**config.mk**
```make
export PLATFORM = sky130hd
export DESIGN_NAME = radix_numeral_parser_flat
export DESIGN_NICKNAME = d
export VERILOG_FILES = /design/src/rtl/rnp_pkg.sv /design/src/rtl/rnp_char_if.sv /design/src/rtl/rnp_result_if.sv /design/src/rtl/radix_numeral_parser.sv /design/src/rtl/rnp_front.sv /design/src/rtl/rnp_queue.sv /design/src/rtl/rnp_back.sv /design/src/flat_wrapper.sv
export SDC_FILE = /design/constraint.sdc
export NUM_CORES = 2
export LEC_CHECK = 0
export BUFFER_PORTS_ARGS = -buffer_cell sky130_fd_sc_hd__buf_4
export CORE_MARGIN = 2
export CORE_UTILIZATION = 55
export CTS_CLUSTER_DIAMETER = 40
export DETAILED_ROUTE_END_ITERATION = 8
export GPL_ROUTABILITY_DRIVEN = 0
export PLACE_DENSITY = 0.79
export REMOVE_ABC_BUFFERS = 1
export SYNTH_ARGS = -nofsm -noshare
export SYNTH_HDL_FRONTEND = slang
export SYNTH_SLANG_ARGS = --single-unit
export TNS_END_PERCENT = 30
```
**constraint.sdc**
```tcl
create_clock -name clk -period 15.25 [get_ports clk]
set_input_delay 0.7625 -clock clk [delete_from_list [all_inputs] [get_ports clk]]
set_output_delay 0.7625 -clock clk [all_outputs]
set_load 0.005 [all_outputs]
```
**src/rtl/rnp_pkg.sv**
```systemverilog
`default_nettype none

package rnp_pkg;

  // widths fixed by the transaction formats
  localparam int CHAR_W      = 8;
  localparam int RADIX_W     = 6;
  localparam int DIGIT_W     = 6;
  localparam int OUT_W       = 64;

  // default magnitude range, 2^(VALUE_BITS-1)-1 at most
  localparam int VALUE_BITS_DEF = 64;

  // entries of the classified-character queue
  localparam int QUEUE_DEPTH = 2;

  localparam logic [RADIX_W-1:0] RADIX_RESET = 6'd10;

  // character codes
  localparam logic [CHAR_W-1:0] CH_NUL   = 8'h00;
  localparam logic [CHAR_W-1:0] CH_TAB   = 8'h09;
  localparam logic [CHAR_W-1:0] CH_NL    = 8'h0A;
  localparam logic [CHAR_W-1:0] CH_SPACE = 8'h20;
  localparam logic [CHAR_W-1:0] CH_MINUS = 8'h2D;
  localparam logic [CHAR_W-1:0] CH_ZERO  = 8'h30;
  localparam logic [CHAR_W-1:0] CH_NINE  = 8'h39;
  localparam logic [CHAR_W-1:0] CH_A     = 8'h41;
  localparam logic [CHAR_W-1:0] CH_Z     = 8'h5A;
  localparam logic [CHAR_W-1:0] LETTER_OFFSET = 8'd10;

  typedef enum logic [1:0] {
    ST_OK       = 2'd0,
    ST_EMPTY    = 2'd1,
    ST_INVALID  = 2'd2,
    ST_OVERFLOW = 2'd3
  } status_t;

  typedef enum logic [1:0] {
    PH_LEAD   = 2'd0,
    PH_SIGN   = 2'd1,
    PH_DIGITS = 2'd2,
    PH_SKIP   = 2'd3
  } phase_t;

  typedef enum logic [2:0] {
    K_END   = 3'd0,
    K_BLANK = 3'd1,
    K_MINUS = 3'd2,
    K_DIGIT = 3'd3,
    K_OTHER = 3'd4
  } kind_t;

  // one classified character
  typedef struct packed {
    kind_t               kind;
    logic [DIGIT_W-1:0]  digit;
  } cls_t;

endpackage

`default_nettype wire

```
**src/rtl/rnp_char_if.sv**
```systemverilog
`default_nettype none

interface rnp_char_if;
  logic                        valid;
  logic                        ready;
  logic [rnp_pkg::CHAR_W-1:0]  char_code;

  modport source (output valid, output char_code, input ready);
  modport sink (input valid, input char_code, output ready);
endinterface

`default_nettype wire

```
**src/rtl/rnp_result_if.sv**
```systemverilog
`default_nettype none

interface rnp_result_if;
  logic                             valid;
  logic                             ready;
  logic [1:0]                       status;
  logic signed [rnp_pkg::OUT_W-1:0] value;
  logic signed [rnp_pkg::OUT_W-1:0] largest_value;

  modport source (output valid, output status, output value, output largest_value,
                  input ready);
  modport sink (input valid, input status, input value, input largest_value,
                output ready);
endinterface

`default_nettype wire

```
**src/rtl/radix_numeral_parser.sv**
```systemverilog
`default_nettype none

// channel    dir   payload                               transaction
// chars      in    char_code[7:0]                        one character
// results    out   status[1:0], value, largest_value     one line result
// radix_*    in    radix_wdata[5:0]                      write when radix_we
//
// one character per cycle sustained while no line end waits on a stalled result;
// the back end does one multiply-add by the radix per character, and this loop on the magnitude sets the rate
// a line result is loaded into the output register when its line-end character leaves the queue
// synchronous reset clears queue, parser state, running largest value and
// sets the radix to ten
// a stalled result holds back only the next line end; characters ahead of it
// keep flowing, then the two-entry queue fills and the input stalls

module radix_numeral_parser #(
  parameter int VALUE_BITS = rnp_pkg::VALUE_BITS_DEF
) (
  input  logic                         clk,
  input  logic                         rst,
  input  logic                         radix_we,
  input  logic [rnp_pkg::RADIX_W-1:0]  radix_wdata,
  rnp_char_if.sink                     chars,
  rnp_result_if.source                 results
);

  logic           q_ready;
  logic           q_push;
  rnp_pkg::cls_t  q_in_item;
  logic           q_valid;
  logic           q_pop;
  rnp_pkg::cls_t  q_out_item;

  // classify characters
  rnp_front u_front (
    .chars   (chars),
    .q_ready (q_ready),
    .q_push  (q_push),
    .q_item  (q_in_item)
  );

  // decouple front and back
  rnp_queue u_queue (
    .clk        (clk),
    .rst        (rst),
    .push       (q_push),
    .push_item  (q_in_item),
    .push_ready (q_ready),
    .pop        (q_pop),
    .pop_valid  (q_valid),
    .pop_item   (q_out_item)
  );

  // parse and report
  rnp_back #(
    .VALUE_BITS (VALUE_BITS)
  ) u_back (
    .clk         (clk),
    .rst         (rst),
    .radix_we    (radix_we),
    .radix_wdata (radix_wdata),
    .q_valid     (q_valid),
    .q_item      (q_out_item),
    .q_pop       (q_pop),
    .results     (results)
  );

endmodule

`default_nettype wire

```
**src/rtl/rnp_front.sv**
```systemverilog
`default_nettype none

module rnp_front (
  rnp_char_if.sink        chars,
  input  logic            q_ready,
  output logic            q_push,
  output rnp_pkg::cls_t   q_item
);

  // accept whenever the queue has room
  assign chars.ready = q_ready;
  assign q_push      = chars.valid && q_ready;

  // classify the character
  always_comb begin
    q_item.kind  = rnp_pkg::K_OTHER;
    q_item.digit = '0;
    if (chars.char_code == rnp_pkg::CH_NL || chars.char_code == rnp_pkg::CH_NUL) begin
      q_item.kind = rnp_pkg::K_END;
    end else if (chars.char_code == rnp_pkg::CH_SPACE ||
                 chars.char_code == rnp_pkg::CH_TAB) begin
      q_item.kind = rnp_pkg::K_BLANK;
    end else if (chars.char_code == rnp_pkg::CH_MINUS) begin
      q_item.kind = rnp_pkg::K_MINUS;
    end else if (chars.char_code inside {[rnp_pkg::CH_ZERO:rnp_pkg::CH_NINE]}) begin
      q_item.kind  = rnp_pkg::K_DIGIT;
      q_item.digit = rnp_pkg::DIGIT_W'(chars.char_code - rnp_pkg::CH_ZERO);
    end else if (chars.char_code inside {[rnp_pkg::CH_A:rnp_pkg::CH_Z]}) begin
      q_item.kind  = rnp_pkg::K_DIGIT;
      q_item.digit = rnp_pkg::DIGIT_W'(chars.char_code - rnp_pkg::CH_A
                                       + rnp_pkg::LETTER_OFFSET);
    end
  end

endmodule

`default_nettype wire

```
**src/rtl/rnp_queue.sv**
```systemverilog
`default_nettype none

module rnp_queue (
  input  logic           clk,
  input  logic           rst,
  input  logic           push,
  input  rnp_pkg::cls_t  push_item,
  output logic           push_ready,
  input  logic           pop,
  output logic           pop_valid,
  output rnp_pkg::cls_t  pop_item
);

  localparam int PTR_W = $clog2(rnp_pkg::QUEUE_DEPTH);
  localparam int CNT_W = $clog2(rnp_pkg::QUEUE_DEPTH + 1);

  rnp_pkg::cls_t     mem [rnp_pkg::QUEUE_DEPTH];
  logic [PTR_W-1:0]  wr_ptr;
  logic [PTR_W-1:0]  rd_ptr;
  logic [CNT_W-1:0]  count;

  assign push_ready = (count != CNT_W'(rnp_pkg::QUEUE_DEPTH));
  assign pop_valid  = (count != '0);
  assign pop_item   = mem[rd_ptr];

  // storage
  always_ff @(posedge clk) begin
    if (push) begin
      mem[wr_ptr] <= push_item;
    end
  end

  // pointers and fill count
  always_ff @(posedge clk) begin
    if (rst) begin
      wr_ptr <= '0;
      rd_ptr <= '0;
      count  <= '0;
    end else begin
      if (push) begin
        wr_ptr <= (wr_ptr == PTR_W'(rnp_pkg::QUEUE_DEPTH - 1)) ? '0 : wr_ptr + 1'b1;
      end
      if (pop) begin
        rd_ptr <= (rd_ptr == PTR_W'(rnp_pkg::QUEUE_DEPTH - 1)) ? '0 : rd_ptr + 1'b1;
      end
      if (push && !pop) begin
        count <= count + 1'b1;
      end else if (pop && !push) begin
        count <= count - 1'b1;
      end
    end
  end

endmodule

`default_nettype wire

```
**src/rtl/rnp_back.sv**
```systemverilog
`default_nettype none

module rnp_back #(
  parameter int VALUE_BITS = rnp_pkg::VALUE_BITS_DEF
) (
  input  logic                         clk,
  input  logic                         rst,
  input  logic                         radix_we,
  input  logic [rnp_pkg::RADIX_W-1:0]  radix_wdata,
  input  logic                         q_valid,
  input  rnp_pkg::cls_t                q_item,
  output logic                         q_pop,
  rnp_result_if.source                 results
);

  localparam int MAG_W  = VALUE_BITS - 1;
  localparam int PROD_W = MAG_W + rnp_pkg::RADIX_W + 1;
  localparam int OUT_W  = rnp_pkg::OUT_W;

  logic [rnp_pkg::RADIX_W-1:0] radix;

  rnp_pkg::phase_t   phase, phase_next;
  logic [MAG_W-1:0]  magnitude, magnitude_next;
  logic              negative, negative_next;
  rnp_pkg::status_t  pending_error, pending_error_next;
  logic [OUT_W-1:0]  largest_seen, largest_seen_next;

  logic              out_valid;
  rnp_pkg::status_t  out_status;
  logic [OUT_W-1:0]  out_value;
  logic [OUT_W-1:0]  out_largest;

  logic              is_end;
  logic              emit;
  rnp_pkg::status_t  emit_status;
  logic [OUT_W-1:0]  emit_value;
  logic [PROD_W-1:0] prod;
  logic              overflow;
  logic              bad_digit;
  logic [OUT_W-1:0]  mag_ext;
  logic [OUT_W-1:0]  signed_mag;
  logic [OUT_W-1:0]  largest_abs;

  // line ends need room in the output register, other characters never stall
  assign is_end = (q_item.kind == rnp_pkg::K_END);
  assign q_pop  = q_valid && (!is_end || !out_valid || results.ready);
  assign emit   = q_pop && is_end;

  // one multiply-add by the radix
  assign prod      = PROD_W'(magnitude) * PROD_W'(radix) + PROD_W'(q_item.digit);
  assign overflow  = (prod[PROD_W-1:MAG_W] != '0);
  assign bad_digit = (q_item.kind != rnp_pkg::K_DIGIT) ||
                     (q_item.digit >= radix);

  assign mag_ext     = {{(OUT_W-MAG_W){1'b0}}, magnitude};
  assign signed_mag  = negative ? (~mag_ext + 1'b1) : mag_ext;
  assign largest_abs = largest_seen[OUT_W-1] ? (~largest_seen + 1'b1) : largest_seen;

  // configuration register
  always_ff @(posedge clk) begin
    if (rst) begin
      radix <= rnp_pkg::RADIX_RESET;
    end else if (radix_we) begin
      radix <= radix_wdata;
    end
  end

  // parser state
  always_ff @(posedge clk) begin
    if (rst) begin
      phase         <= rnp_pkg::PH_LEAD;
      magnitude     <= '0;
      negative      <= 1'b0;
      pending_error <= rnp_pkg::ST_OK;
      largest_seen  <= '0;
    end else begin
      phase         <= phase_next;
      magnitude     <= magnitude_next;
      negative      <= negative_next;
      pending_error <= pending_error_next;
      largest_seen  <= largest_seen_next;
    end
  end

  // next state and line result
  always_comb begin
    phase_next         = phase;
    magnitude_next     = magnitude;
    negative_next      = negative;
    pending_error_next = pending_error;
    largest_seen_next  = largest_seen;
    emit_status        = rnp_pkg::ST_OK;
    emit_value         = '0;
    if (q_pop) begin
      if (is_end) begin
        case (phase)
          rnp_pkg::PH_SKIP: begin
            emit_status = pending_error;
          end
          rnp_pkg::PH_LEAD, rnp_pkg::PH_SIGN: begin
            emit_status = rnp_pkg::ST_EMPTY;
          end
          default: begin
            emit_status = rnp_pkg::ST_OK;
            emit_value  = signed_mag;
            if (mag_ext > largest_abs) begin
              largest_seen_next = signed_mag;
            end
          end
        endcase
        phase_next         = rnp_pkg::PH_LEAD;
        magnitude_next     = '0;
        negative_next      = 1'b0;
        pending_error_next = rnp_pkg::ST_OK;
      end else if (phase == rnp_pkg::PH_SKIP) begin
        // ignore until line end
      end else if (phase == rnp_pkg::PH_LEAD && q_item.kind == rnp_pkg::K_BLANK) begin
        // skip leading blank
      end else if (phase == rnp_pkg::PH_LEAD && q_item.kind == rnp_pkg::K_MINUS) begin
        negative_next = 1'b1;
        phase_next    = rnp_pkg::PH_SIGN;
      end else if (phase == rnp_pkg::PH_SIGN && q_item.kind == rnp_pkg::K_BLANK) begin
        pending_error_next = rnp_pkg::ST_EMPTY;
        phase_next         = rnp_pkg::PH_SKIP;
      end else if (bad_digit) begin
        pending_error_next = rnp_pkg::ST_INVALID;
        phase_next         = rnp_pkg::PH_SKIP;
      end else if (overflow) begin
        pending_error_next = rnp_pkg::ST_OVERFLOW;
        phase_next         = rnp_pkg::PH_SKIP;
      end else begin
        magnitude_next = prod[MAG_W-1:0];
        phase_next     = rnp_pkg::PH_DIGITS;
      end
    end
  end

  // output register
  always_ff @(posedge clk) begin
    if (rst) begin
      out_valid <= 1'b0;
    end else if (emit) begin
      out_valid <= 1'b1;
    end else if (results.ready) begin
      out_valid <= 1'b0;
    end
  end

  always_ff @(posedge clk) begin
    if (emit) begin
      out_status  <= emit_status;
      out_value   <= emit_value;
      out_largest <= largest_seen_next;
    end
  end

  assign results.valid         = out_valid;
  assign results.status        = out_status;
  assign results.value         = out_value;
  assign results.largest_value = out_largest;

endmodule

`default_nettype wire

```
**src/flat_wrapper.sv**
```systemverilog
// flat-port wrapper written by rule: the top's interface ports become plain ports
module radix_numeral_parser_flat 
#(
  parameter int VALUE_BITS = rnp_pkg::VALUE_BITS_DEF
)
  (clk, rst, radix_we, radix_wdata, chars_valid, chars_char_code, chars_ready, results_valid, results_status, results_value, results_largest_value, results_ready);
  rnp_char_if chars_i ();
  rnp_result_if results_i ();
  input  logic clk;
  input  logic rst;
  input  logic radix_we;
  input  logic [rnp_pkg::RADIX_W-1:0] radix_wdata;
  input wire logic [$bits(chars_i.valid)-1:0] chars_valid;
  input wire logic [$bits(chars_i.char_code)-1:0] chars_char_code;
  output wire logic [$bits(chars_i.ready)-1:0] chars_ready;
  output wire logic [$bits(results_i.valid)-1:0] results_valid;
  output wire logic [$bits(results_i.status)-1:0] results_status;
  output wire logic [$bits(results_i.value)-1:0] results_value;
  output wire logic [$bits(results_i.largest_value)-1:0] results_largest_value;
  input wire logic [$bits(results_i.ready)-1:0] results_ready;
  assign chars_i.valid = chars_valid;
  assign chars_i.char_code = chars_char_code;
  assign chars_ready = chars_i.ready;
  assign results_valid = results_i.valid;
  assign results_status = results_i.status;
  assign results_value = results_i.value;
  assign results_largest_value = results_i.largest_value;
  assign results_i.ready = results_ready;
  radix_numeral_parser #(.VALUE_BITS(VALUE_BITS)) u_core (.clk(clk), .rst(rst), .radix_we(radix_we), .radix_wdata(radix_wdata), .chars(chars_i), .results(results_i));
endmodule
```
Word-level counts from Yosys, hierarchy flattened
Memories as Yosys holds them, arrays and structs flattened. A register that Yosys moved wholly into a read port is not among the register bits. Cells that the tools add are included.

Memories: 1. Register bits after elaboration: 273. Logic and storage cells: 137. Output and inout bits: 132. Memory bits (writable): 18. Input bits: 19.

Magnitude comparators: 6. $add $sub $neg: 10. Bitwise gates (word level): 4. Muxes and demuxes: 50. Equal/unequal tests: 16. $mul: 1. Reductions and logical operators: 36.

Memory list: u_core.u_queue.mem (depth 2, bits a word 9, read ports 1, clocked after memory_dff 1, wr ports 1, RTL line rnp_queue.sv:17) `rnp_pkg::cls_t mem [rnp_pkg::QUEUE_DEPTH];`.

Operator list (number): $mux 63 (7); $mux 64 (6); $add 64x1->64 const B (2); $add 69x6->70 (1); $mul 63x6->69 (1); $gt 63x64->1 (1); $not 63->64 (1); $not 64->64 (1); $mux 2 (13); $mux 6 (3); $mux 9 (2); $eq 8x4->1 const B (2); $eq 8x6->1 const B (2); $mux 1 (15); $ne 2x2->1 const B (7); $logic_and 1x1->1 (10); $mux 3 (3); $ge 8x6->1 const B (1); $ge 8x7->1 const B (1); $le 8x6->1 const B (1); $le 8x7->1 const B (1); $logic_not 8->1 (1); $reduce_bool 2->1 (4); $reduce_and 7->1 (1); 27 further kinds (36).

Depth between registers and ports, before layout
Depth in word-level cells: 10. Depth in mapped cells: 26. Depth with buffers taken out: 22.

Modules after synthesis
Synthesis repeated with hierarchy kept, for this count alone.

Cell total of the unflattened synthesis: 3098. Area, all modules: 28941.5 µm².

By module, submodules not included: rnp_back (cells an instance 2980, instances 1, sequential area each 6686.4 µm², area each 27607.7 µm²); rnp_queue (cells an instance 50, instances 1, sequential area each 640.6 µm², area each 854.6 µm²); rnp_front (cells an instance 68, instances 1, sequential area each 0.0 µm², area each 479.2 µm²).

Least setup slack after synthesis
OpenSTA, ideal clock, no wires.

Path kind: register to register. Start point: reg u_core.u_back.radix[5] in the netlist's numbering. End point: reg u_core.u_back.magnitude[39]. Cell stages (with the launch flop): 25. Clock period less this slack: 6.538 ns. Buffers on the path: 4. Setup slack: 8.712 ns. Setup time: 0.117 ns. Arrival time: 6.422 ns. Required time: 15.133 ns. Cell sequence: dfxtp_1 > clkbuf_1 > clkbuf_1 > nand2_1 > fa_1 > fa_1 > inv_1 > fa_1 > inv_1 > fa_1 > inv_1 > ha_1 > o21a_1 > o31a_1 > o31a_1 > o211ai_1 > a2111oi_0 > o2111a_1 > a211oi_1 > a2111oi_0 > and4_1 > clkbuf_1 > o22ai_1 > clkbuf_1 > a22o_1.

Word-level cells in the longest chain between the ends: 9. Elaborated cells on any way between the ends: 15. Those cells by class: add/sub: 1; mul: 1; order compare: 1; eq/ne: 2; mux: 7; reduce/logical: 3.

RTL lines: start: declaration (RTL line rnp_back.sv:20) `logic [rnp_pkg::RADIX_W-1:0] radix;`; start signal: assignment (RTL line rnp_back.sv:62) `radix <= rnp_pkg::RADIX_RESET;`; start signal: assignment (RTL line rnp_back.sv:64) `radix <= radix_wdata;`; $mul 63x6->69 (RTL line rnp_back.sv:50) `assign prod = PROD_W'(magnitude) * PROD_W'(radix) + PROD_W'(q_item.digit);`; $add 69x6->70 (RTL line rnp_back.sv:50); $mux 63 (RTL line rnp_back.sv:128) `end else if (overflow) begin`; $mux 63 (RTL line rnp_back.sv:125) `end else if (bad_digit) begin`; $mux 63 (RTL line rnp_back.sv:122) `end else if (phase == rnp_pkg::PH_SIGN && q_item.kind == rnp_pkg::K_BLANK) begin`; $mux 63 (RTL line rnp_back.sv:119) `end else if (phase == rnp_pkg::PH_LEAD && q_item.kind == rnp_pkg::K_MINUS) begin`; $mux 63 (RTL line rnp_back.sv:117) `end else if (phase == rnp_pkg::PH_LEAD && q_item.kind == rnp_pkg::K_BLANK) begin`; $mux 63 (RTL line rnp_back.sv:115) `end else if (phase == rnp_pkg::PH_SKIP) begin`; $mux 63 (RTL line rnp_back.sv:95) `if (is_end) begin`; end signal: assignment (RTL line rnp_back.sv:78) `magnitude <= magnitude_next;`; end: declaration (RTL line rnp_back.sv:23) `logic [MAG_W-1:0] magnitude, magnitude_next;`.

Several ways; a longest one is shown, not always the timed one. The select of a mux whose other input is x is not followed. A chain may end at the register's enable or synchronous reset.

Final worst setup path
Start point: reg u_core.u_back.largest_seen[15]. End point: reg u_core.u_back.largest_seen[3].

Word-level cells in the longest chain between the ends: 8.

RTL lines: start: declaration (RTL line rnp_back.sv:26) `logic [OUT_W-1:0] largest_seen, largest_seen_next;`; start signal: assignment (RTL line rnp_back.sv:81) `largest_seen <= largest_seen_next;`; $not 64->64 (RTL line rnp_back.sv:57) `assign largest_abs = largest_seen[OUT_W-1] ? (~largest_seen + 1'b1) : largest_seen;`; $add 64x1->64 (RTL line rnp_back.sv:57); $mux 64 (*) (RTL line rnp_back.sv:57); $gt 63x64->1 (*) (RTL line rnp_back.sv:106) `if (mag_ext > largest_abs) begin`; $mux 64 (*) (RTL line rnp_back.sv:106); $mux 64 (*) (RTL line rnp_back.sv:96) `case (phase)`; $mux 64 (*) (RTL line rnp_back.sv:95); $mux 64 (*) (RTL line rnp_back.sv:94) `if (q_pop) begin`; via u_core.u_back.largest_seen_next[3] (RTL line rnp_back.sv:26).

The timed path passes the listed nets; every way through them passes the cells marked *.

==> results by group <==
STA
  • Fin crit period: ~8000 ps
  • Tcrit/Tclk final: 0.538
  • Hold_ws: 443 ps
  • Slew margin rel.: 0.204
  • Final WS setup: between 7000 and 8000 ps
  • Least-Margin Pin Slew: 1190 ps
  • Layout Skew: 28.1 ps
  • Max Slew Vio Count: 0
  • Unrepaired setup endpoints after global routing: false
  • Final setup violating endpoints: 0
  • Final Hold Viols: 0
  • Setup_tns: 0 ps
  • Achievable Freq: 122 MHz

Worst setup path
  • R2R cell count: 22
  • Worst EP required: 15,720 ps
  • CP Launch Type: register
  • RR Startpoint: u_core.u_back.largest_seen[15]$_SDFF_PP0_
  • Most frequent CP cell: or4_1
  • WS Path Type: register to register
  • Crit path largest cell delay: between 600 and 700 ps
  • Slowest CP cell: or4b_2
  • Critical path depth: 22
  • CP Max Fanout: 34
  • Worst Setup SP: u_core.u_back.largest_seen[15]$_SDFF_PP0_
  • Number of buffer and inverter stages on the critical path: 2
  • Delay-heaviest family, CP: simple AND/OR/NAND/NOR gates
  • Sequence of cells on the critical path: or4_1 > or4_1 > nor4_1 > nand2b_1 > nand3b_1 > or4_1 > or3_1 > o31ai_1 > xor2_1 > ha_1 > nand4_1 > nor4_1 > nand2_1 > or3_1 > or4b_2 > nand3_1 > a311oi_1 > o21ai_4 > buf_4 > buf_4 > mux2_2 > and2_1
  • Worst setup EP type: register
  • Critical path data arrival time: between 8000 and 9000 ps

CTS
  • Resized cells post-CTS: 0
  • CTS H-tree depth: 2
  • CTS tree: yes
  • Hold buffers post-CTS: 0
  • Clk sinks: between 200 and 300
  • CTS Root Cell: clkbuf_16
  • CTS Buffer Depth: 3
  • CTS clk-pin slew, worst paths: 60 ps
  • Cts bufs inserted: 45
  • Post-CTS Setup Bufs: 0
  • Worst-Skew Late Latency: 580 ps

Synth
  • Top cells by area, synth: fa_1 (18%), edfxtp_1 (16%), and2_1 (11%)
  • Flops & latches, synth: approximately 290
  • Compound-Gate Fraction of Synth Area: 0.121
  • Fraction of the mapped netlist area in simple logic gates: 0.199
  • Mean Syn Cell Area: 10.0 um2
  • Post-synthesis mux area share: 0.0388
  • Synth Instances: approximately 2.8k
  • Share of the synthesized area in the top cell type: 0.177
  • Number of flops mapped to enable cells by yosys: ~150
  • Share of async-settable or async-resettable flops after synthesis: 0
  • Leading area contributor after synthesis: fa_1
  • Unique masters post-synth: 77
  • Sequential area share after synthesis: 0.262
  • Mapped cell area: 0.0280 mm2
  • Adder-Cell Fraction of Synth Area: 0.282
  • Post-synth top flop: edfxtp_1
  • XOR/XNOR Fraction of Synth Area: 0.0591
  • Largest family of logic cells by synthesized area: adder cells
  • Synth warnings: 0

GRT
  • Largest net degree at the start of global routing: 69
  • Initial antenna violation count: 0
  • Global-route wire length before repair: 117,000 um
  • Vias in the first global route: 22.4k
  • GRT Total Usage: 0.272
  • Remaining global-route overflow: 0

Pwr
  • Pint: about 1.6 mW
  • Net Sw Power: 0.660 mW
  • Sequential share of power: 0.397
  • Leak: 14.8 nW
  • Clock share of power: 0.466
  • Combinational power share: 0.137
  • Switching share of total power: 0.287
  • Design Power: ~2.3 mW
  • Worst vdd ir: around 84 uV
  • Pwr per Cell Area: 74.3 mW/mm2

Finish
  • Filler Cells Inserted: ~3.9k
  • Post-route cell area: 0.0309 mm2
  • Final-stage net count: 3,334
  • Antenna Cells: 0
  • Register area: between 0.007 and 0.008 mm2
  • Share of layout cells above drive strength 1: 0.119
  • Util after Layout: 0.617
  • Post-route non-filler standard cell count: 3,541
  • Multi-input logic area: slightly below 0.02 mm2
  • P&R area growth vs syn: 10.6%

Placed design
  • Post-Place Setup Slack: 7160 ps
  • DPL Wire Length: 52,100 um
  • Input/output buffers: 150
  • Cell Area, Placed: 0.0294 mm2
  • Post-Place Cells: approximately 3.5k

Die
  • Ports: 151
  • Die Span X: 230 um
  • Die footprint: 0.0527 mm2
  • Row cnt: 82
  • Initial core utilization: 0.558
  • Chip Height: 230 um
  • Area of the core: 0.0502 mm2

Detailed routing
  • Final ANT Viol Nets: 0
  • Final wirelength: 70,600 um
  • Post-route DRC: 0
  • Vias: 21.5k
  • First drt pass iteration count: 5
  • Initial DRC count: around 1.7k
  • Drt wl/cell: 19.9 um
  • Vias per cell: just over 6

Worst hold path
  • Hold path start: radix_wdata[0]
  • Hold WC Path Type: input pin to register
  • Hold depth: 3

Flow run
  • Max-cap check violation count: 0

Status
  • Status: complete, no violations
## worst paths after layout
kind | slack (ps) | to
worst max-delay path | 7040 | u_core.u_back.largest_seen[3]$_SDFF_PP0_
worst min-delay path | 440 | u_core.u_back.radix[0]$_SDFFE_PP0P_
worst min register to register | 500 | u_core.u_back.radix[2]$_SDFFE_PP0P_
worst max register to register | 7040 | u_core.u_back.largest_seen[3]$_SDFF_PP0_
## power groups by stage
stage / sequential, mW / clock, mW / combinational, mW
5_1_grt: 0.918 / 1.12 / 0.346
3_3_place_gp: 0.926 / 0 / 0.299
3_5_place_dp: 0.928 / 0 / 0.311
2_1_floorplan: 0.933 / 0 / 0.169
4_1_cts: 0.913 / 1.08 / 0.314
6_report: 0.913 / 1.07 / 0.316
## worst register-to-register path: stages, from the launching register on
cell,delay (ps)
dfxtp_1,340
or4_1,580
or4_1,520
nor4_1,550
nand2b_1,250
nand3b_1,340
or4_1,530
or3_1,380
o31ai_1,280
xor2_1,140
ha_1,330
nand4_1,130
nor4_1,420
nand2_1,160
or3_1,410
or4b_2,680
nand3_1,110
a311oi_1,80
o21ai_4,90
buf_4,500
buf_4,630
mux2_2,490
and2_1,150
## state kept, by name, summed over array words and instances (netlist names), named ones only
register                             cells
u_core.u_queue.rd_ptr                    1
u_core.u_queue.mem                      18
u_core.u_back.results.status             2
u_core.u_back.results.value             64
u_core.u_back.negative                   1
u_core.u_back.results.largest_value     64
u_core.u_back.magnitude                 63
u_core.u_back.largest_seen              64
u_core.u_back.phase                      2
u_core.u_back.pending_error              2
u_core.u_back.radix                      6
u_core.u_queue.count                     2
u_core.u_queue.wr_ptr                    1
u_core.u_back.results.valid              1
## cell usage after synthesis, types with 83 or more instances
library cell / number
dfxtp_1: 144
xnor2_1: 100
ha_1: 234
fa_1: 248
inv_1: 83
clkbuf_1: 163
edfxtp_1: 148
a21oi_1: 114
nand2_1: 153
xor2_1: 89
o21ai_0: 115
and2_1: 490
nor2_1: 100
## cells by family (layout without fill, tap and decap cells)
logic type                 Yosys count  in the layout
and+or+nand+nor                    988            988
DFF                                292            292
adders and majority gates          482            482
xor gates and xnor gates           189            189
buffers and inverters              258            334
AOI/OAI and AO/OA                  506            506
muxes                               78             78
## cell usage in the layout (no fill, tap or decap), drive strengths merged, types with 11 or more instances in the layout
cell and n:
clkbuf 52, o31ai 43, buf 168, inv 101
nor4 13, or3 26, fa 248, a211oi 12
xnor2 100, nand3 33, dfxtp 144, nand4 46
nor2b 12, nor3 32, or4 24, a22o 59
a21oi 114, nand2b 18, a21o 37, mux2i 12
and2 491, nor2 100, o41ai 25, ha 234
edfxtp 148, o21ai 117, nand2 153, o21a 17
and3 11, mux2 66, xor2 89, o211ai 11
## per-layer routing
| metal | track usage | up-vias | wire length, um |
|---|---|---|---|
| li1 | - | 9841 | - |
| met2 | 0.440 | 910 | 33100 |
| met1 | 0.367 | 10623 | 29700 |
| met5 | 0 | - | 0 |
| met4 | 0.108 | 0 | 2430 |
| met3 | 0.0444 | 169 | 5240 |
## area by class of cell
| type | count | area share |
|---|---|---|
| Clock buffer | 52 | 0.0393 |
| Clock inverter | 31 | 0.0120 |
| Inverter | 83 | 0.0101 |
| Multi-Input combinational cell | 2243 | 0.634 |
| Sequential cell | 292 | 0.237 |
| Tap cell | 672 | 0.0272 |
| Timing Repair Buffer | 168 | 0.0408 |
(Power assumes the default switching activity.)
